--- config.mk ---
export PLATFORM = sky130hd
export DESIGN_NAME = pidaw_scale
export DESIGN_NICKNAME = d
export VERILOG_FILES = /design/src/sv/pidaw_pkg.sv /design/src/sv/pidaw_scale.sv
export SDC_FILE = /design/constraint.sdc
export NUM_CORES = 1
export LEC_CHECK = 0
export ABC_AREA = 0
export BUFFER_PORTS_ARGS = -buffer_cell sky130_fd_sc_hd__clkbuf_2
export CAP_MARGIN = 10
export CORE_ASPECT_RATIO = 0.75
export CORE_MARGIN = 8
export CORE_UTILIZATION = 35
export DETAILED_ROUTE_END_ITERATION = 8
export PLACE_DENSITY = 0.64
export SLEW_MARGIN = 40
export SYNTH_ARGS = -nofsm -noshare
export SYNTH_HDL_FRONTEND = slang
export SYNTH_SLANG_ARGS = --single-unit
--- constraint.sdc ---
create_clock -name vclk -period 12.7
set_input_delay 2.54 -clock vclk [all_inputs]
set_output_delay 2.54 -clock vclk [all_outputs]
set_load 0.01 [all_outputs]
--- src/sv/pidaw_pkg.sv ---
// ----------------------------------------------------------------------------
// pidaw_pkg
// Shared widths, register indexes, command codes and types for the PID
// controller with integral clamp.
// ----------------------------------------------------------------------------
`default_nettype none

package pidaw_pkg;

  localparam int DATA_W     = 16;
  localparam int GAIN_W     = 24;
  localparam int LIMIT_W    = 31;
  localparam int ERR_W      = DATA_W + 1;
  localparam int DIF_W      = ERR_W + 1;
  localparam int ACC_W      = 32;
  localparam int IDX_W      = 3;
  localparam int CFG_DATA_W = 32;
  localparam int FRAC_W     = 8;

  localparam int PROD_P_W   = GAIN_W + ERR_W;
  localparam int PROD_I_W   = GAIN_W + ACC_W;
  localparam int PROD_D_W   = GAIN_W + DIF_W;
  localparam int TOTAL_W    = PROD_I_W + 2;
  localparam int QUOT_W     = TOTAL_W - FRAC_W;

  localparam logic [IDX_W-1:0] REG_GAIN_PROP   = 3'd0;
  localparam logic [IDX_W-1:0] REG_GAIN_INTEG  = 3'd1;
  localparam logic [IDX_W-1:0] REG_GAIN_DERIV  = 3'd2;
  localparam logic [IDX_W-1:0] REG_INTEG_LIMIT = 3'd3;
  localparam logic [IDX_W-1:0] REG_OUT_LOW     = 3'd4;
  localparam logic [IDX_W-1:0] REG_OUT_HIGH    = 3'd5;
  localparam logic [IDX_W-1:0] REG_AUTO_CLEAR  = 3'd6;

  localparam logic CMD_STEP  = 1'b0;
  localparam logic CMD_CLEAR = 1'b1;

  typedef struct packed {
    logic signed [GAIN_W-1:0] gain_prop;
    logic signed [GAIN_W-1:0] gain_integ;
    logic signed [GAIN_W-1:0] gain_deriv;
    logic        [LIMIT_W-1:0] integ_limit;
    logic signed [DATA_W-1:0] out_low;
    logic signed [DATA_W-1:0] out_high;
    logic                     auto_clear_enable;
  } cfg_t;

  localparam cfg_t CFG_RESET = '{
    gain_prop:         '0,
    gain_integ:        '0,
    gain_deriv:        '0,
    integ_limit:       '0,
    out_low:           16'sh8000,
    out_high:          16'sh7fff,
    auto_clear_enable: 1'b1
  };

  typedef struct packed {
    logic signed [ERR_W-1:0] err;
    logic signed [ACC_W-1:0] acc;
    logic signed [DIF_W-1:0] dif;
  } terms_t;

  typedef struct packed {
    logic signed [PROD_P_W-1:0] p;
    logic signed [PROD_I_W-1:0] i;
    logic signed [PROD_D_W-1:0] d;
  } products_t;

endpackage

`default_nettype wire

--- src/sv/pidaw_scale.sv ---
// ----------------------------------------------------------------------------
// pidaw_scale
// Sums the three gain products, drops the fraction with truncation toward
// zero and saturates to the configured output bounds.
// ----------------------------------------------------------------------------
`default_nettype none

module pidaw_scale
  import pidaw_pkg::*;
(
  input  wire products_t                prod,
  input  wire cfg_t                     cfg,
  output logic signed [DATA_W-1:0]      drive
);

  logic signed [TOTAL_W-1:0] total;
  logic signed [TOTAL_W-1:0] biased;
  logic signed [QUOT_W-1:0]  quot;
  logic signed [QUOT_W-1:0]  hi;
  logic signed [QUOT_W-1:0]  lo;

  always_comb begin
    total  = TOTAL_W'(prod.p) + TOTAL_W'(prod.i) + TOTAL_W'(prod.d);
    // negative values get a bias so the shift rounds toward zero
    biased = total + signed'({{(TOTAL_W - FRAC_W){1'b0}}, {FRAC_W{total[TOTAL_W-1]}}});
    quot   = signed'(biased[TOTAL_W-1:FRAC_W]);
    hi     = QUOT_W'(cfg.out_high);
    lo     = QUOT_W'(cfg.out_low);
    if (quot > hi) begin
      drive = cfg.out_high;
    end else if (quot < lo) begin
      drive = cfg.out_low;
    end else begin
      drive = quot[DATA_W-1:0];
    end
  end

endmodule

`default_nettype wire

==> results of run 1 <==
[repair_timing]
item / 4_1_cts / 5_1_grt
pin swaps: 6 / 42
setup buffers: 2 / 11
gates cloned: 0 / 1
gates resized for setup: 14 / 69
setup endpoints to repair: 16 / 16
[where the power goes]
| part | leakage, uW | switching, uW | internal (uW) |
|---|---|---|---|
| registers | 0 | 0 | 0 |
| clock network | 0 | 0 | 0 |
| logic | 0.00597 | 923 | 784 |
[worst max path at each step]
stage                      to  slack (ns)  cells after the start
floorplan            drive[9]        0.56                     34
detailed placement  drive[13]       -0.48                     39
CTS                 drive[13]        0.01                     40
finish              drive[13]        0.18                     40
global placement    drive[13]       -0.32                     39
global route        drive[13]       -0.18                     39
[routing by layer]
metal	share of wire (%)	GRT usage [%]
met1	54	27.66
met4	0.71	1.241
met5	0	0
met3	4.4	1.141
met2	41	26.95
[cells by family (layout without fill, tap and decap cells)]
kind of cell / count (synthesis) / count (layout)
xor gates and xnor gates: 84 / 84
muxes: 37 / 37
buffers and inverters: 122 / 477
AOI/OAI and AO/OA: 344 / 344
and+or+nand+nor: 375 / 375
adders and majority gates: 213 / 213
[cells in the final DEF (no fill, tap or decap), drive strengths merged, types with 4 or more instances in the layout]
master	n
a21o	48
xor2	29
xnor2	55
nand2b	13
o31ai	4
nor4b	4
buf	221
nand2	92
and2	14
and3	10
a21oi	104
o211ai	21
or2	8
fa	57
nand3	42
o2111ai	5
clkbuf	171
a41o	4
a211oi	20
a2111oi	4
o21bai	6
nor4	12
nor2b	14
or4	5
a21boi	5
a211o	5
a311oi	9
mux2i	35
and4	6
ha	156
nand4	39
o21a	8
nor2	68
o22ai	4
or3	7
inv	85
o21ai	60
a31oi	10
nor3	31
[metrics by stage]
step / utilization (%) / TNS (ns) / std cells / area [sq um]
after global placement: 45.62 / -3.304 / 1860 / 11790
final: 47.44 / 0 / 1874 / 12260
after floorplan: - / 0 / 1175 / 9159
after detailed placement: 45.62 / -6.053 / 1860 / 11790
after global routing: 47.44 / -1.414 / 1874 / 12260
after CTS: 45.95 / 0 / 1862 / 11870
[final cells by class]
cell class | instances | area (sq um)
Fill cell | 2541 | 13580
Multi-Input combinational cell | 1053 | 8975
Timing Repair Buffer | 392 | 2535
Tap cell | 344 | 430.4
Inverter | 85 | 319.1
==> results.yml, run 1 <==
worst_hold_path:
  min_to: "drive[0]"
  hold_path_depth: 3
  min_from: "cfg[1]"
  hp-class: "in -> out"
critical_path:
  cp-startpoint: "prod[99]"
  path_class: "in -> out"
  arrival_ns: 9.98
  cp_slowest_cell: "fa_1"
  crit_required_ns: 10.16
  critPathMaxStageDelay_ns: 0.53
  critPathMaxFanout: 8
  path_delay_family: "simple AND/OR/NAND/NOR gates"
  worst-path-buf-inv: 8
  critPathMostFrequentCell: "buf_4"
  start_kind: "input pin"
  end_kind: "primary output"
final_layout:
  antenna_cells: 0
  num-clock-buffers: 0
  ff_latch_area_sq_um: 0
  seq_cell_count: 0
  finalNetCount: 2020
  drive_gt1_share_pct: 32.16
  area_growth_pct: 33.85
synthesis:
  yosysUniqueCellTypes: 95
  synth-compound-area-share_pct: 26.08
  yosys.area.top_type_share_pct: 21.31
  synth_area_leaders: "ha_1 (21%), fa_1 (12%), a21oi_1 (5.4%), xnor2_1 (5.2%), mux2i_1 (3.8%)"
  yosysTopAreaCell: "ha_1"
  yosysWarnings: 0
  syn_area_per_cell_sq_um: 7.795
  syn_area_sq_um: 9159
  synth_xor_area_share_pct: 8.197
  synth_top_family_by_area: "adder cells"
  synth_adder_area_share_pct: 33.77
  synth_cells: 1175
  synth.area.mux_share_pct: 4.071
  yosysMostFrequentCell: "ha_1"
  synth_common_cells: "ha_1 (156), a21oi_1 (98), nand2_1 (90), inv_1 (85), nor2_1 (66)"
  syn_nets: 1663
  synth-seq-area-share_pct: 0
  yosys.area_share.simple_pct: 22.25
floorplanning:
  die-area_sq_um: 31650
  start_util_pct: 35.44
  die_h_microns: 156.1
  die_width_microns: 202.8
  io_pins: 291
  rows: 51
  core-area_sq_um: 25840
sta:
  relSlewSlack_pct: 41.59
  rsz0062_at_grt: "yes"
  hold_violations: 0
  worst_slack_ns: 0.1779
  layout_worst_path_cycle_share_pct: 98.60
  drv_slew: 0
  hold_slack_ns: 5.416
  clock.fmax_mhz: 79.86
  period_needed_ns: 12.52
  tightest_slew_ns: 0.8625
  finalSetupViolations: 0
place:
  dp_hpwl_mm: 26.09
  place_congestion: 0.9356
  dpl_worst_slack_ns: -0.4767
  portBuffers: 187
routing:
  drtAntennaViolNets: 0
  vias: 9980
  wl_per_cell_microns: 15.60
  post-route-drc-count: 0
  dr.pass1.iters: 5
  drt_wl_total_mm: 29.23
  first_iter_violations: 597
  vias_per_cell: 5.326
grt:
  grtUsageTotal_pct: 17.69
  grt_pass1_vias: 9858
  grt_max_degree: 37
  grt_pass1_wl_mm: 48.12
  grt.overflow.total: 0
  antenna_found_initial: 0
clocking:
  ctsHoldBuffers: 0
power_and_ir_drop:
  power_uw: 1708
  powerDensity_nw_per_um2: 139.3
  leakagePower_uw: 0.005970
  irDropWorstVdd_uv: 96.24
run:
  drv_cap: 0
outcome:
  status: "completed"
Power figures use the tool's default switching activity.
==> inputs of run 2 (changes only) <==
SETUP_SLACK_MARGIN = 0.5   (was unset)
==> run 2 against run 1 <==
  * Flip-flop and latch count did not move
  * Die area stayed put
  * Wire length increased by 0.61%
  * Worst setup slack better by 0.093 ns
  * Non-clock buffer count grew 9
  * Critical endpoint unchanged
  * Global-route usage increased by 0.22 points
==> results.yml, run 2 (same netlist as run 1, synthesis figures left out) <==
routing:
  drtAntennaViolNets: 0
  first_iter_violations: 600
  post-route-drc-count: 0
  vias_per_cell: 5.295
  dr.pass1.iters: 5
  wl_per_cell_microns: 15.62
  vias: 9970
  drt_wl_total_mm: 29.41
final_layout:
  antenna_cells: 0
  fin_util_pct: 47.74
  ff_latch_area_sq_um: 0
  postLayoutCellArea_sq_um: 12340
  seq_cell_count: 0
  final_cell_mix: "buf_4 (211), clkbuf_2 (168), ha_1 (151)"
  num-fill-cells: 2519
  layout_commonest_cell: "buf_4"
  drive_gt1_share_pct: 32.68
  num-clock-buffers: 0
  finalNetCount: 2029
  area_growth_pct: 34.71
sta:
  finalSetupViolations: 0
  rsz0062_at_grt: "yes"
  tightest_slew_ns: 0.7582
  period_needed_ns: 12.43
  layout_worst_path_cycle_share_pct: 97.87
  relSlewSlack_pct: 49.23
  drv_slew: 0
  clock.fmax_mhz: 80.46
  hold_violations: 0
grt:
  antenna_found_initial: 0
  grt_pass1_vias: 9987
  grt_max_degree: 37
  grt_pass1_wl_mm: 48.78
  grt.overflow.total: 0
  grtUsageTotal_pct: 17.90
floorplanning:
  die_width_microns: 202.8
  die-area_sq_um: 31650
  start_util_pct: 35.44
  core-area_sq_um: 25840
  io_pins: 291
  rows: 51
  die_h_microns: 156.1
worst_hold_path:
  hp-class: "in -> out"
critical_path:
  start_kind: "input pin"
  critPathMaxStageDelay_ns: 0.53
  path_class: "in -> out"
  critPathMaxFanout: 8
  cp_slowest_cell: "fa_1"
  crit_required_ns: 10.16
  arrival_ns: 9.89
  end_kind: "primary output"
  critPathMostFrequentCell: "buf_4"
place:
  place_congestion: 0.9356
  portBuffers: 187
  dp_hpwl_mm: 26.09
  dpl_cell_area_sq_um: 11790
outcome:
  status: "completed"
power_and_ir_drop:
  irDropWorstVdd_uv: 110.1
  power_uw: 1733
  leakagePower_uw: 0.005992
  powerDensity_nw_per_um2: 140.5
run:
  drv_cap: 0
-- run 2: cell types whose count changed in the layout (fill, tap and decap cells not counted), sizes merged --
cell / before / now
buf: 221 / 232
clkbuf: 171 / 169
-- run 2: routing by layer --
| layer | up-vias | wire, microns | part of all wire (%) | track usage, % |
|---|---|---|---|---|
| li1 | 5103 | - | - | - |
| met1 | 4600 | 15920 | 54 | 27.96 |
| met2 | 256 | 12050 | 41 | 27.42 |
| met3 | 11 | 1234 | 4.2 | 0.9961 |
| met4 | 0 | 201 | 0.68 | 1.309 |
| met5 | - | 0 | 0 | 0 |
-- run 2: stage by stage --
| step | setup slack [ns] | hold slack (ns) | setup TNS (ns) | instances |
|---|---|---|---|---|
| after floorplan | 0.5574 | 5.232 | 0 | 1175 |
| after global placement | -0.3219 | 5.419 | -3.304 | 1860 |
| after detailed placement | -0.4767 | 5.422 | -6.053 | 1860 |
| after CTS | 0.2625 | 5.424 | 0 | 1873 |
| after global routing | -0.1115 | 5.443 | -0.7605 | 1883 |
| final | 0.2710 | 5.420 | 0 | 1883 |
-- run 2: worst paths after layout --
path	startpoint	end	slack, ns	cells after the start
hold / removal	cfg[3]	drive[2]	5.42	4
setup / recovery	prod[99]	drive[13]	0.27	40
-- run 2: layout make-up --
| type | instances | area, sq um | share of cell area, % |
|---|---|---|---|
| timing repair buffer | 401 | 2621 | 21.25 |
| multi-input combinational | 1053 | 8965 | 72.66 |
| inverter | 85 | 321.6 | 2.606 |
| tap | 344 | 430.4 | 3.488 |
-- run 2: worst max-delay path: cells and delay by family --
kind,cells,cell delay (ns)
simple gates,10,1.67
buf+inv,10,1.28
compound gates,12,2.32
mux,2,0.37
xor+xnor,1,0.17
fa+ha+maj,5,1.53
-- run 2: power by group --
part           total [uW]  switching (uW)  internal (uW)  leakage [uW]
clock network           0               0              0             0
registers               0               0              0             0
logic                1730             927            806       0.00599
-- run 2: timing repair --
| action | 4_1_cts | 5_1_grt |
|---|---|---|
| resized for setup | 43 | 41 |
| endpoints found under the setup margin | 16 | 16 |
| pin swaps | 21 | 32 |
| hold buffers | 0 | 0 |
| setup buffers | 12 | 10 |
| cloned | 1 | 0 |
==> inputs of run 3 (changes only) <==
BUFFER_PORTS_ARGS = -buffer_cell sky130_fd_sc_hd__buf_2   (was -buffer_cell sky130_fd_sc_hd__clkbuf_2)
==> run 3 against run 2 <==
  * Combinational power hardly changed
  * Design area rose by 1.1%
  * Utilization is 0.53 points higher
  * First-iteration DRC count fell by 5.3%
  * Critical path type unchanged
  * Wire length is 2.5% higher
  * Worst setup slack gained 0.00096 ns
  * Worst hold slack got worse by 0.015 ns
  * Critical path depth is 3 lower
==> results.yml, run 3 (same netlist as run 1, synthesis figures left out) <==
critical_path:
  path_class: "in -> out"
  end_kind: "primary output"
  path_delay_family: "simple AND/OR/NAND/NOR gates"
  critPathMaxFanout: 8
  start_kind: "input pin"
  arrival_ns: 9.89
  cp_slowest_cell: "fa_1"
  critPathMaxStageDelay_ns: 0.47
  worst-path-buf-inv: 8
  critPathMostFrequentCell: "buf_4"
  crit_required_ns: 10.16
floorplanning:
  rows: 51
  die_h_microns: 156.1
  io_pins: 291
  start_util_pct: 35.44
  die-area_sq_um: 31650
  core-area_sq_um: 25840
  die_width_microns: 202.8
final_layout:
  fin_util_pct: 48.27
  num-clock-buffers: 0
  seq_cell_count: 0
  layout_commonest_cell: "buf_4"
  postLayoutCellArea_sq_um: 12480
  ff_latch_area_sq_um: 0
  area_growth_pct: 36.22
  num-fill-cells: 2553
  finalNetCount: 2030
  final_cell_mix: "buf_4 (204), buf_2 (183), ha_1 (148)"
  stdcell_count: 1886
  drive_gt1_share_pct: 33.51
place:
  dpl_worst_slack_ns: -0.3859
  place_congestion: 0.9093
  dp_hpwl_mm: 26.26
  place_inst: 1855
  portBuffers: 187
  dpl_cell_area_sq_um: 11760
sta:
  hold_violations: 0
  clock.fmax_mhz: 80.46
  drv_slew: 0
  layout_worst_path_cycle_share_pct: 97.86
  rsz0062_at_grt: "yes"
  relSlewSlack_pct: 47.13
  worst_slack_ns: 0.2720
  finalSetupViolations: 0
  tightest_slew_ns: 0.7806
  finalSetupTns_ns: 0
  period_needed_ns: 12.43
routing:
  vias: 10110
  first_iter_violations: 568
  drt_wl_total_mm: 30.15
  drtAntennaViolNets: 0
  post-route-drc-count: 0
  wl_per_cell_microns: 15.98
  vias_per_cell: 5.358
  dr.pass1.iters: 5
grt:
  antenna_found_initial: 2
  grt.overflow.total: 0
  grtUsageTotal_pct: 18.02
  grt_pass1_vias: 9934
  grt_max_degree: 37
  grt_pass1_wl_mm: 49.02
worst_hold_path:
  hp-class: "in -> out"
outcome:
  status: "completed"
run:
  drv_cap: 0
power_and_ir_drop:
  irDropWorstVdd_uv: 80.02
  powerDensity_nw_per_um2: 140.8
  leakagePower_uw: 0.005990
clocking:
  ctsHoldBuffers: 0
## run 3: cell count changes in the layout (fill, tap and decap cells not counted), moves of 3 or more
cell      previous run  this run
buf_2               15       183
clkbuf_2           168         0
buf_6                1        12
buf_4              211       204
ha_1               151       148
xor2_1              28        25
xor2_2               1         4
## run 3: path summary, 6_finish.rpt
check / from / to / slack (ns) / cells past startpoint
setup / recovery: prod[4] / drive[13] / 0.27 / 37
hold / removal: cfg[1] / drive[0] / 5.41 / 3
## run 3: tightest hold or removal path, cell delays in order
cell and delay, ns:
buf_2 0.10, mux2_4 0.14, buf_6 0.09
## run 3: stage by stage
step / hold WS [ns] / power [uW]
after floorplan: 5.232 / 1059
after global placement: 5.424 / 1570
after detailed placement: 5.430 / 1611
after CTS: 5.410 / 1698
after global routing: 5.420 / 1939
final: 5.406 / 1756
## run 3: metal layers
layer  global-route usage [%]  vias up  wire length [microns]
met5                        0        -                      0
met4                    1.620        0                    267
met3                    1.183       22                   1379
met2                    27.71      284                  12430
met1                    27.83     4700                  16070
li1                         -     5100                      -
## run 3: cell type report
cell class                 instances  area [sq um]  share of cell area, %
tap                              344         430.4                  3.450
inverter                          85         321.6                  2.577
antenna                            2         5.005                0.04012
multi-input combinational       1053          9071                  72.71
timing repair buffer             402          2648                  21.22
## run 3: power breakdown
group | switching (uW) | internal, uW
combinational | 949 | 807
clock | 0 | 0.0000211
sequential | 0 | 0
total | 949 | 807
## run 3: what timing repair did
action,in CTS,in global routing
pin swaps,44,42
resized for setup,48,47
setup buffers,21,7
endpoints found under the setup margin,16,16
cloned,1,0
