===== src/sv/pidaw_pkg.sv =====
// ----------------------------------------------------------------------------
// pidaw_pkg
// Shared widths, register indexes, command codes and types for the PID
// controller with integral clamp.
// ----------------------------------------------------------------------------
`default_nettype none

package pidaw_pkg;

  localparam int DATA_W     = 16;
  localparam int GAIN_W     = 24;
  localparam int LIMIT_W    = 31;
  localparam int ERR_W      = DATA_W + 1;
  localparam int DIF_W      = ERR_W + 1;
  localparam int ACC_W      = 32;
  localparam int IDX_W      = 3;
  localparam int CFG_DATA_W = 32;
  localparam int FRAC_W     = 8;

  localparam int PROD_P_W   = GAIN_W + ERR_W;
  localparam int PROD_I_W   = GAIN_W + ACC_W;
  localparam int PROD_D_W   = GAIN_W + DIF_W;
  localparam int TOTAL_W    = PROD_I_W + 2;
  localparam int QUOT_W     = TOTAL_W - FRAC_W;

  localparam logic [IDX_W-1:0] REG_GAIN_PROP   = 3'd0;
  localparam logic [IDX_W-1:0] REG_GAIN_INTEG  = 3'd1;
  localparam logic [IDX_W-1:0] REG_GAIN_DERIV  = 3'd2;
  localparam logic [IDX_W-1:0] REG_INTEG_LIMIT = 3'd3;
  localparam logic [IDX_W-1:0] REG_OUT_LOW     = 3'd4;
  localparam logic [IDX_W-1:0] REG_OUT_HIGH    = 3'd5;
  localparam logic [IDX_W-1:0] REG_AUTO_CLEAR  = 3'd6;

  localparam logic CMD_STEP  = 1'b0;
  localparam logic CMD_CLEAR = 1'b1;

  typedef struct packed {
    logic signed [GAIN_W-1:0] gain_prop;
    logic signed [GAIN_W-1:0] gain_integ;
    logic signed [GAIN_W-1:0] gain_deriv;
    logic        [LIMIT_W-1:0] integ_limit;
    logic signed [DATA_W-1:0] out_low;
    logic signed [DATA_W-1:0] out_high;
    logic                     auto_clear_enable;
  } cfg_t;

  localparam cfg_t CFG_RESET = '{
    gain_prop:         '0,
    gain_integ:        '0,
    gain_deriv:        '0,
    integ_limit:       '0,
    out_low:           16'sh8000,
    out_high:          16'sh7fff,
    auto_clear_enable: 1'b1
  };

  typedef struct packed {
    logic signed [ERR_W-1:0] err;
    logic signed [ACC_W-1:0] acc;
    logic signed [DIF_W-1:0] dif;
  } terms_t;

  typedef struct packed {
    logic signed [PROD_P_W-1:0] p;
    logic signed [PROD_I_W-1:0] i;
    logic signed [PROD_D_W-1:0] d;
  } products_t;

endpackage

`default_nettype wire


===== src/sv/pidaw_integ.sv =====
// ----------------------------------------------------------------------------
// pidaw_integ
// Error, clamped integral and error difference; holds the integral and
// previous error and registers the terms for the multiply stage.
// ----------------------------------------------------------------------------
`default_nettype none

module pidaw_integ
  import pidaw_pkg::*;
(
  input  wire logic                     clk,
  input  wire logic                     rst,
  input  wire logic                     en,
  input  wire logic                     clear,
  input  wire logic signed [DATA_W-1:0] target,
  input  wire logic signed [DATA_W-1:0] sensed,
  input  wire cfg_t                     cfg,
  output terms_t                        terms
);

  logic signed [ACC_W-1:0] accum;
  logic signed [ERR_W-1:0] last_err;

  logic signed [ERR_W-1:0] err;
  logic signed [ACC_W:0]   sum;
  logic signed [ACC_W:0]   pos_lim;
  logic signed [ACC_W:0]   neg_lim;
  logic signed [ACC_W-1:0] clamped;
  logic signed [ACC_W-1:0] accum_next;
  logic signed [DIF_W-1:0] dif;
  logic                    sign_flip;

  always_comb begin
    err     = ERR_W'(target) - ERR_W'(sensed);
    sum     = (ACC_W + 1)'(accum) + (ACC_W + 1)'(err);
    pos_lim = signed'((ACC_W + 1)'(cfg.integ_limit));
    neg_lim = -pos_lim;
    if (sum > pos_lim) begin
      clamped = pos_lim[ACC_W-1:0];
    end else if (sum < neg_lim) begin
      clamped = neg_lim[ACC_W-1:0];
    end else begin
      clamped = sum[ACC_W-1:0];
    end
    sign_flip = (!err[ERR_W-1] && (err != '0) && last_err[ERR_W-1]) ||
                (err[ERR_W-1] && !last_err[ERR_W-1] && (last_err != '0));
    accum_next = (cfg.auto_clear_enable && sign_flip) ? '0 : clamped;
    dif = DIF_W'(err) - DIF_W'(last_err);
  end

  always_ff @(posedge clk) begin
    if (rst) begin
      accum    <= '0;
      last_err <= '0;
    end else if (en) begin
      if (clear) begin
        accum    <= '0;
        last_err <= '0;
      end else begin
        accum    <= accum_next;
        last_err <= err;
      end
    end
  end

  always_ff @(posedge clk) begin
    if (en && !clear) begin
      terms.err <= err;
      terms.acc <= accum_next;
      terms.dif <= dif;
    end
  end

endmodule

`default_nettype wire


===== config.mk =====
export PLATFORM = sky130hd
export DESIGN_NAME = pidaw_integ
export DESIGN_NICKNAME = d
export VERILOG_FILES = /design/src/sv/pidaw_pkg.sv /design/src/sv/pidaw_integ.sv
export SDC_FILE = /design/constraint.sdc
export NUM_CORES = 1
export LEC_CHECK = 0
export BUFFER_PORTS_ARGS = -buffer_cell sky130_fd_sc_hd__buf_2
export CAP_MARGIN = 20
export CORE_UTILIZATION = 25
export CTS_BUF_LIST = sky130_fd_sc_hd__clkbuf_4 sky130_fd_sc_hd__clkbuf_8 sky130_fd_sc_hd__clkbuf_16
export DETAILED_ROUTE_END_ITERATION = 8
export PLACE_DENSITY = 0.51
export SLEW_MARGIN = 15
export SYNTH_ARGS = -nofsm -noshare
export SYNTH_HDL_FRONTEND = slang
export SYNTH_SLANG_ARGS = --single-unit

===== constraint.sdc =====
create_clock -name clk -period 11.5 [get_ports clk]
set_input_delay 1.725 -clock clk [delete_from_list [all_inputs] [get_ports clk]]
set_output_delay 1.725 -clock clk [all_outputs]
set_load 0.1 [all_outputs]

==> results of run 1 <==
## registers in the layout, indices dropped and copies added, names as in the netlist
name	count
accum	32
terms	67
last_err	17
## worst min-delay path by stage
stage                    from         to  cells after the start  slack [ns]
detailed placement  accum[31]  accum[31]                      2        0.45
floorplan            accum[0]   accum[0]                      2        0.43
finish               accum[0]   accum[0]                      2        0.46
global placement    accum[31]  accum[31]                      2        0.45
CTS                 accum[31]  accum[31]                      2        0.46
global route        accum[15]  accum[15]                      2        0.51
## cells in the mapped netlist, drive strengths merged (36+ instances only)
cell type  instances
xnor2             45
clkbuf            37
a31oi             36
nor3              46
a21oi             59
ha               128
nor4              40
nand2             83
dfxtp             49
o21ai             60
inv              107
nor2             125
edfxtp            67
## area by class of cell
| class | count | area (sq um) | area share [%] |
|---|---|---|---|
| Antenna cell | 1 | 2.502 | 0.01950 |
| Clock buffer | 19 | 464.2 | 3.618 |
| Clock inverter | 13 | 146.4 | 1.141 |
| Inverter | 107 | 401.6 | 3.130 |
| Multi-Input combinational cell | 1000 | 7251 | 56.51 |
| Sequential cell | 116 | 2993 | 23.33 |
| Tap cell | 585 | 732.0 | 5.705 |
| Timing Repair Buffer | 155 | 840.8 | 6.553 |
## per-layer routing
metal,vias to the layer above,track usage [%]
met5,-,0
met4,2,4.673
met3,51,2.533
met2,297,27.60
met1,5000,21.90
li1,5059,-
## where the power goes
part / internal, W / switching, W
combinational: 0.000558 / 0.00122
clock: 0.000340 / 0.000228
sequential: 0.000556 / 0.0000333
total: 0.00145 / 0.00149
## through the flow
| stage | power (W) | worst slack [ns] | cell area (sq um) | hold WS, ns | utilization, % |
|---|---|---|---|---|---|
| detailed placement | 0.002367 | 1.654 | 12200 | 0.4528 | 28.38 |
| global route | 0.003128 | 1.427 | 12830 | 0.5066 | 29.85 |
| floorplan | 0.001961 | 3.401 | 10870 | 0.4315 | - |
| CTS | 0.002948 | 2.087 | 12810 | 0.4620 | 29.80 |
| finish | 0.002940 | 2.031 | 12830 | 0.4616 | 29.85 |
| global placement | 0.002348 | 1.694 | 12200 | 0.4458 | 28.38 |
## tightest hold or removal path: cells and delay by family (launching register included)
| family | cells | cell delay, ns |
|---|---|---|
| AOI/OAI and AO/OA | 1 | 0.05 |
| DFF | 1 | 0.33 |
| and+or+nand+nor | 1 | 0.05 |
## logic make-up (layout without fill, tap and decap cells)
logic type               count (synthesis)  after routing  synth area share, %
AO/OA/AOI/OAI                          360            360                23.38
other                                    0              1                    0
flip-flops                             116            116                27.53
AND/OR/NAND/NOR                        420            420                20.12
multiplexers                            31             31                2.866
adder cells (fa/ha/maj)                131            131                15.29
buffers and inverters                  159            294                6.146
XOR/XNOR                                58             58                4.673
==> qor.csv, run 1 <==
stage,metric,value,unit
timing,finalSetupViolCount,0,
drt,vias,10410,
timing,report.final.slew_viol_count,0,
clock_network,clock-sinks,116,
yosys,synth_cell_types,81,
yosys,syn_avg_cell_area,8.526,sq um
drt,maxUsedRoutingLayer,met5,
clock_network,hold_buffers,0,
yosys,synthCells,1275,
timing,relSlewSlack,29.29,%
drt,vias_per_cell,5.215,
timing,fin_crit_sh,82.34,%
run_status,status,completed,
floorplanning,die_x,210.5,um
clock_network,cts_tree,done,
yosys,synth_ff_type,edfxtp_1,
critical_path,cp_slowest_cell,a31o_2,
final_layout,drive_above_1_share,16.52,%
critical_path,crit_cells,32,
yosys,synthTopCellsByArea,"edfxtp_1 (19%), ha_1 (15%), dfxtp_1 (9.0%)",
clock_network,post_cts_resized,0,
drt,post_drt_wl_per_cell,18.55,um
timing,fmax,105.6,MHz
place,dp_hpwl,27540,um
floorplanning,initial_core_util,25.29,%
yosys,async_flop_share,0,%
yosys,yosysWarnings,0,
final_layout,area_delta_synth_final,18.04,%
grt,grt_max_degree,83,
grt,grt_pass1_wl,56350,um
timing,tightest_slew,1.058,ns
yosys,synth_top_area_cell,edfxtp_1,
floorplanning,num_io_pins,239,
grt,gr-total-overflow,0,
critical_path,r2r_end,terms[38],
floorplanning,die_area,44320,sq um
timing,fin_crit,9.469,ns
drt,drt-pass1-iter-count,7,
critical_path,crit_family,compound AO/OA/AOI/OAI gates,
floorplanning,fp.dieH,210.5,um
critical_path,critPathKind,in2reg,
yosys,synth.top_cell.area_share,18.51,%
grt,antenna_found_initial,3,
critical_path,critical_path_buf_inv_count,4,
timing,skew,0.01196,ns
critical_path,critPathLaunchType,input pin,
place,gp_congestion,0.8769,
grt,grt_pass1_vias,9930,
hold_path,min_path_type,reg2reg,
clock_network,path_clk_slew,0.06,ns
drt,wl_met2,17400,um
place,portBuffers,134,
critical_path,r2r-start,accum[0],
yosys,seq_area_frac_synth,27.53,%
timing,hold_viol_final,0,
power_and_ir_drop,ir_drop,0.1379,mV
clock_network,h-tree-depth,4,
clock_network,cts_buffers,17,
critical_path,crit_path_max_incr_delay,0.64,ns
grt,grt_usage,16.51,%
drt,wl,37020,um
clock_network,cts_max_path_buffers,2,
final_layout,layout_commonest_cell,buf_2,
yosys,synth-edff-count,67,
drt,drt_iter0_drc,701,
yosys,synth-seq-cells,116,
critical_path,r2r_cells,23,
final_layout,nets,1700,
final_layout,layout_common_cells,"buf_2 (134), ha_1 (128), nor2_1 (124)",
timing,tns,0,ns
power_and_ir_drop,p_leak,5.412,nW
critical_path,path_max_fanout,38,
drt,antenna_left,0,
power_and_ir_drop,p_per_area,229.1,nW/um^2
critical_path,startpoint,target[0],
critical_path,ff2ff_setup_slack,4.94,ns
final_layout,stdcell_count,1996,
final_layout,fill_cells,4642,
floorplanning,rows,76,
critical_path,required,11.72,ns
yosys,syn_nets,1578,
floorplanning,core_area,42980,sq um
drt,drt-met1-wl,17100,um
drt,wl_met3,1820,um
critical_path,crit_path_end_kind,register,
timing,rsz0062_at_grt,no,
critical_path,setup.worst_path.end,terms[38],
clock_network,cts_root_buffer,clkbuf_16,
job,cap_violations,0,
clock_network,clk_latency,0.44,ns
critical_path,critPathArrivalTime,9.69,ns
drt,drc,0,
clock_network,cts_setup_buffers,0,
yosys,netlist_area,10870,sq um
place,dp.cells,1962,
critical_path,crit_top_cell,ha_1,
(Power assumes the default switching activity.)
==> run 2, diff against run 1 <==
- clock period: 11.5 -> 9.51 ns (I/O delays scaled with it)
==> qor.csv, run 2 (synthesized netlist as in run 1, its figures left out) <==
stage,metric,value,unit
run_status,status,completed,
drt,drc,0,
timing,tns,0,ns
critical_path,critPathKind,in2reg,
drt,drt_iter0_drc,753,
place,dp_hpwl,28500,um
grt,gr-total-overflow,0,
clock_network,cts_max_path_buffers,2,
floorplanning,rows,76,
hold_path,hold_start,accum[0],
clock_network,hold_buffers,0,
floorplanning,num_io_pins,239,
timing,finalWorstSetupSlack,0.7077,ns
timing,fmax,113.6,MHz
critical_path,critPathArrivalTime,8.99,ns
clock_network,cts_root_buffer,clkbuf_16,
critical_path,path_max_fanout,11,
power_and_ir_drop,p_leak,5.599,nW
drt,drt-pass1-iter-count,5,
critical_path,r2r_end,terms[26],
clock_network,clk_latency,0.43,ns
timing,rsz0062_at_grt,no,
drt,post_drt_wl_per_cell,18.45,um
place,place_ws,0.2805,ns
critical_path,cp_slowest_cell,a211oi_1,
drt,antenna_left,0,
floorplanning,fp.dieH,210.5,um
timing,report.final.slew_viol_count,0,
critical_path,crit_path_end_kind,register,
drt,vias,10520,
final_layout,largest_reg_flops,67,
final_layout,top_regs,"terms (67), accum (32), last_err (17)",
timing,fin_crit_sh,92.56,%
clock_network,cts_setup_buffers,0,
floorplanning,die_x,210.5,um
floorplanning,initial_core_util,25.29,%
final_layout,fin_area,13170,sq um
clock_network,clock-sinks,116,
clock_network,post_cts_resized,0,
critical_path,crit_cells,33,
final_layout,layout_common_cells,"buf_2 (134), ha_1 (128), nor2_1 (124)",
drt,vias_per_cell,5.180,
final_layout,layout_commonest_cell,buf_2,
grt,grt_pass1_vias,10230,
timing,tightest_slew,1.107,ns
grt,grt_pass1_wl,58300,um
critical_path,r2r_cells,24,
power_and_ir_drop,ir_drop,0.1180,mV
final_layout,top_register,terms,
place,portBuffers,134,
timing,finalSetupViolCount,0,
clock_network,path_clk_slew,0.06,ns
timing,relSlewSlack,26.19,%
place,gp_congestion,0.8672,
clock_network,cts_buffers,17,
final_layout,drive_above_1_share,18.36,%
floorplanning,die_area,44320,sq um
critical_path,critPathLaunchType,input pin,
floorplanning,core_area,42980,sq um
timing,hold_viol_final,0,
critical_path,ff2ff_setup_slack,3.23,ns
critical_path,crit_family,compound AO/OA/AOI/OAI gates,
critical_path,crit_top_cell,o21ai_0,
drt,wl,37460,um
hold_path,whs_path_depth,2,
clock_network,cts_tree,done,
critical_path,crit_path_max_incr_delay,0.65,ns
power_and_ir_drop,p_per_area,284.8,nW/um^2
critical_path,critical_path_buf_inv_count,6,
grt,grt_usage,17.02,%
grt,antenna_found_initial,4,
timing,skew,0.01127,ns
timing,fin_crit,8.802,ns
final_layout,area_delta_synth_final,21.18,%
clock_network,h-tree-depth,4,
final_layout,nets,1733,
hold_path,min_path_type,reg2reg,
critical_path,required,9.70,ns
hold_path,hold_end,accum[0],
critical_path,r2r-start,accum[0],
place,place_area,12550,sq um
job,cap_violations,0,
grt,grt_max_degree,62,
run 2: cell count changes in the layout (fill, tap and decap cells not counted), sizes merged:
cell,change
diode,+1
inv,+1
clkbuf,-1
clkinv,-1
buf,+33
bufinv,+1
run 2: area by class of cell:
cell class | instances | area [sq um]
inverter | 107 | 401.6
sequential | 116 | 2993
fill | 4588 | 29810
multi-input combinational | 1000 | 7251
tap | 585 | 732.0
timing repair buffer | 188 | 1176
clock inverter | 14 | 175.2
antenna | 2 | 5.005
clock buffer | 18 | 439.2
run 2: worst max path at each step:
stage                      to       from  slack [ns]
floorplan           terms[33]  sensed[2]        1.71
global placement    terms[25]  sensed[1]        0.39
detailed placement  terms[25]  target[0]        0.28
CTS                 terms[25]  target[0]        0.72
global route        accum[22]  target[0]        0.07
finish              terms[25]  target[0]        0.71
run 2: stage by stage:
stage | util [%] | power [W] | hold slack (ns) | cells
after CTS | 30.64 | 0.003760 | 0.4660 | 2028
after global placement | 29.21 | 0.003031 | 0.4452 | 1996
after floorplan | - | 0.002371 | 0.4315 | 1275
final | 30.65 | 0.003752 | 0.4640 | 2030
after global routing | 30.64 | 0.003999 | 0.4745 | 2029
after detailed placement | 29.21 | 0.003048 | 0.4565 | 1996
run 2: power by group:
part / internal [W] / leakage [nW] / switching (W)
Clock: 0.000422 / 0.295 / 0.000270
Combinational: 0.000825 / 4.27 / 0.00152
Sequential: 0.000673 / 1.03 / 0.0000418
Total: 0.00192 / 5.60 / 0.00183
run 2: metal layers:
metal / wire length (um) / share of wire (%) / up-vias / track usage [%]
li1: - / - / 5137 / -
met1: 17190 / 46 / 5022 / 22.45
met2: 17700 / 47 / 311 / 28.84
met3: 1993 / 5.3 / 43 / 2.875
met4: 565 / 1.5 / 2 / 3.848
met5: 9 / 0.024 / - / 0
run 2: worst min-delay path: stages, from the launching register on:
cell and delay, ns:
dfxtp_1 0.33, nand2_1 0.05, o21ai_0 0.05
==> run 3, diff against run 2 <==
- CORE_UTILIZATION: 25 -> 56
- PLACE_DENSITY: 0.51 -> 0.82
==> qor.csv, run 3 (synthesized netlist as in run 1, its figures left out) <==
stage,metric,value,unit
run_status,status,completed,
grt,grt_max_degree,84,
timing,skew,0.008179,ns
clock_network,cts_tree,done,
hold_path,min_path_type,reg2reg,
power_and_ir_drop,p_per_area,287.1,nW/um^2
clock_network,cts_setup_buffers,0,
place,portBuffers,134,
timing,tns,0,ns
grt,grt_pass1_wl,51000,um
critical_path,crit_path_max_incr_delay,0.57,ns
timing,fmax,112.7,MHz
critical_path,critPathLaunchType,input pin,
drt,drc,0,
clock_network,h-tree-depth,4,
place,place_area,12040,sq um
floorplanning,die_area,19970,sq um
final_layout,num_antenna_cells,0,
drt,drt_iter0_drc,1070,
timing,hold_viol_final,0,
clock_network,clk_latency,0.43,ns
power_and_ir_drop,finalPower,0.003630,W
critical_path,startpoint,sensed[1],
drt,vias,10830,
grt,grt_pass1_vias,10030,
critical_path,critPathArrivalTime,9.17,ns
timing,tightest_slew,1.076,ns
final_layout,top_regs,"terms (67), accum (32), last_err (17)",
final_layout,largest_reg_flops,67,
timing,rsz0062_at_grt,no,
critical_path,crit_top_cell,o21ai_0,
power_and_ir_drop,ir_drop,0.1885,mV
clock_network,cts_buffers,17,
final_layout,area_delta_synth_final,16.32,%
floorplanning,initial_core_util,57.54,%
final_layout,top_register,terms,
grt,gr-total-overflow,0,
place,gp_congestion,0.9262,
clock_network,clock-sinks,116,
final_layout,layout_commonest_cell,buf_2,
critical_path,r2r_end,terms[19],
clock_network,path_clk_slew,0.06,ns
critical_path,crit_path_end_kind,register,
timing,fin_crit_sh,93.28,%
drt,post_drt_wl_per_cell,19.12,um
final_layout,layout_common_cells,"buf_2 (134), ha_1 (128), nor2_1 (124)",
timing,report.final.slew_viol_count,0,
critical_path,required,9.81,ns
critical_path,cp_slowest_cell,a211oi_1,
final_layout,fill_cells,1581,
job,cap_violations,0,
critical_path,ff2ff_setup_slack,3.12,ns
final_layout,drive_above_1_share,17.77,%
drt,wl,32400,um
drt,vias_per_cell,6.387,
critical_path,critPathKind,in2reg,
critical_path,path_max_fanout,22,
clock_network,hold_buffers,0,
timing,relSlewSlack,28.28,%
final_layout,nets,1725,
final_layout,fin_area,12640,sq um
grt,grt_usage,32.46,%
clock_network,cts_root_buffer,clkbuf_16,
drt,drt-pass1-iter-count,8,
floorplanning,die_x,141.3,um
floorplanning,fp.dieH,141.3,um
power_and_ir_drop,p_leak,5.546,nW
place,dp_hpwl,23550,um
critical_path,r2r-start,accum[0],
drt,antenna_left,0,
floorplanning,core_area,18890,sq um
critical_path,setup.worst_path.end,terms[24],
floorplanning,num_io_pins,239,
clock_network,cts_max_path_buffers,2,
floorplanning,rows,50,
timing,finalSetupViolCount,0,
timing,fin_crit,8.871,ns
clock_network,post_cts_resized,0,
critical_path,r2r_cells,24,
grt,antenna_found_initial,2,
==> run 3: cell types whose count changed in the layout (fill, tap and decap cells not counted), moves of 2 or more <==
cell,before,now
inv_6,4,1
buf_4,46,41
buf_12,8,5
diode_2,2,0
==> run 3: area by class of cell <==
class	instances	area [sq um]	share of cell area [%]
multi-input combinational	1000	7242	57.27
timing repair buffer	180	1079	8.530
clock inverter	13	157.7	1.247
tap	260	325.3	2.573
clock buffer	19	446.7	3.533
inverter	107	401.6	3.176
sequential	116	2993	23.67
==> run 3: worst min-delay path by stage <==
stage                          from   endpoint  cells after the start
after global placement     accum[0]   accum[0]                      2
final                      accum[0]   accum[0]                      2
after detailed placement   accum[0]   accum[0]                      2
after floorplan            accum[0]   accum[0]                      2
after CTS                  accum[0]   accum[0]                      2
after global routing      accum[25]  accum[25]                      2
==> run 3: critical path: cells and delay by family <==
kind,cells,cell delay (ns)
adders and majority gates,3,0.97
xor gates and xnor gates,1,0.20
buffers and inverters,5,0.85
muxes,1,0.12
AOI/OAI and AO/OA,16,3.85
and+or+nand+nor,8,1.75
==> run 3: power breakdown <==
| group | switching, W | internal (W) |
|---|---|---|
| combinational | 0.00149 | 0.000764 |
| clock | 0.000247 | 0.000420 |
| sequential | 0.0000336 | 0.000672 |
==> run 3: metal layers <==
| metal | vias to the layer above | global-route usage, % | part of all wire (%) |
|---|---|---|---|
| met3 | 92 | 7.459 | 10 |
| met5 | - | 0 | 0.071 |
| met4 | 4 | 13.90 | 3.4 |
| li1 | 5124 | - | - |
| met1 | 5020 | 43.93 | 43 |
| met2 | 586 | 49.56 | 43 |
==> run 3: stage by stage <==
step | util, % | setup slack, ns | hold slack, ns | cells
5_1_grt | 66.93 | 0.1730 | 0.5004 | 1695
2_1_floorplan | - | 1.710 | 0.4315 | 1275
3_3_place_gp | 63.73 | 0.7003 | 0.4457 | 1663
3_5_place_dp | 63.73 | 0.5202 | 0.4528 | 1663
4_1_cts | 66.93 | 0.8611 | 0.4664 | 1695
6_report | 66.93 | 0.6389 | 0.4667 | 1695
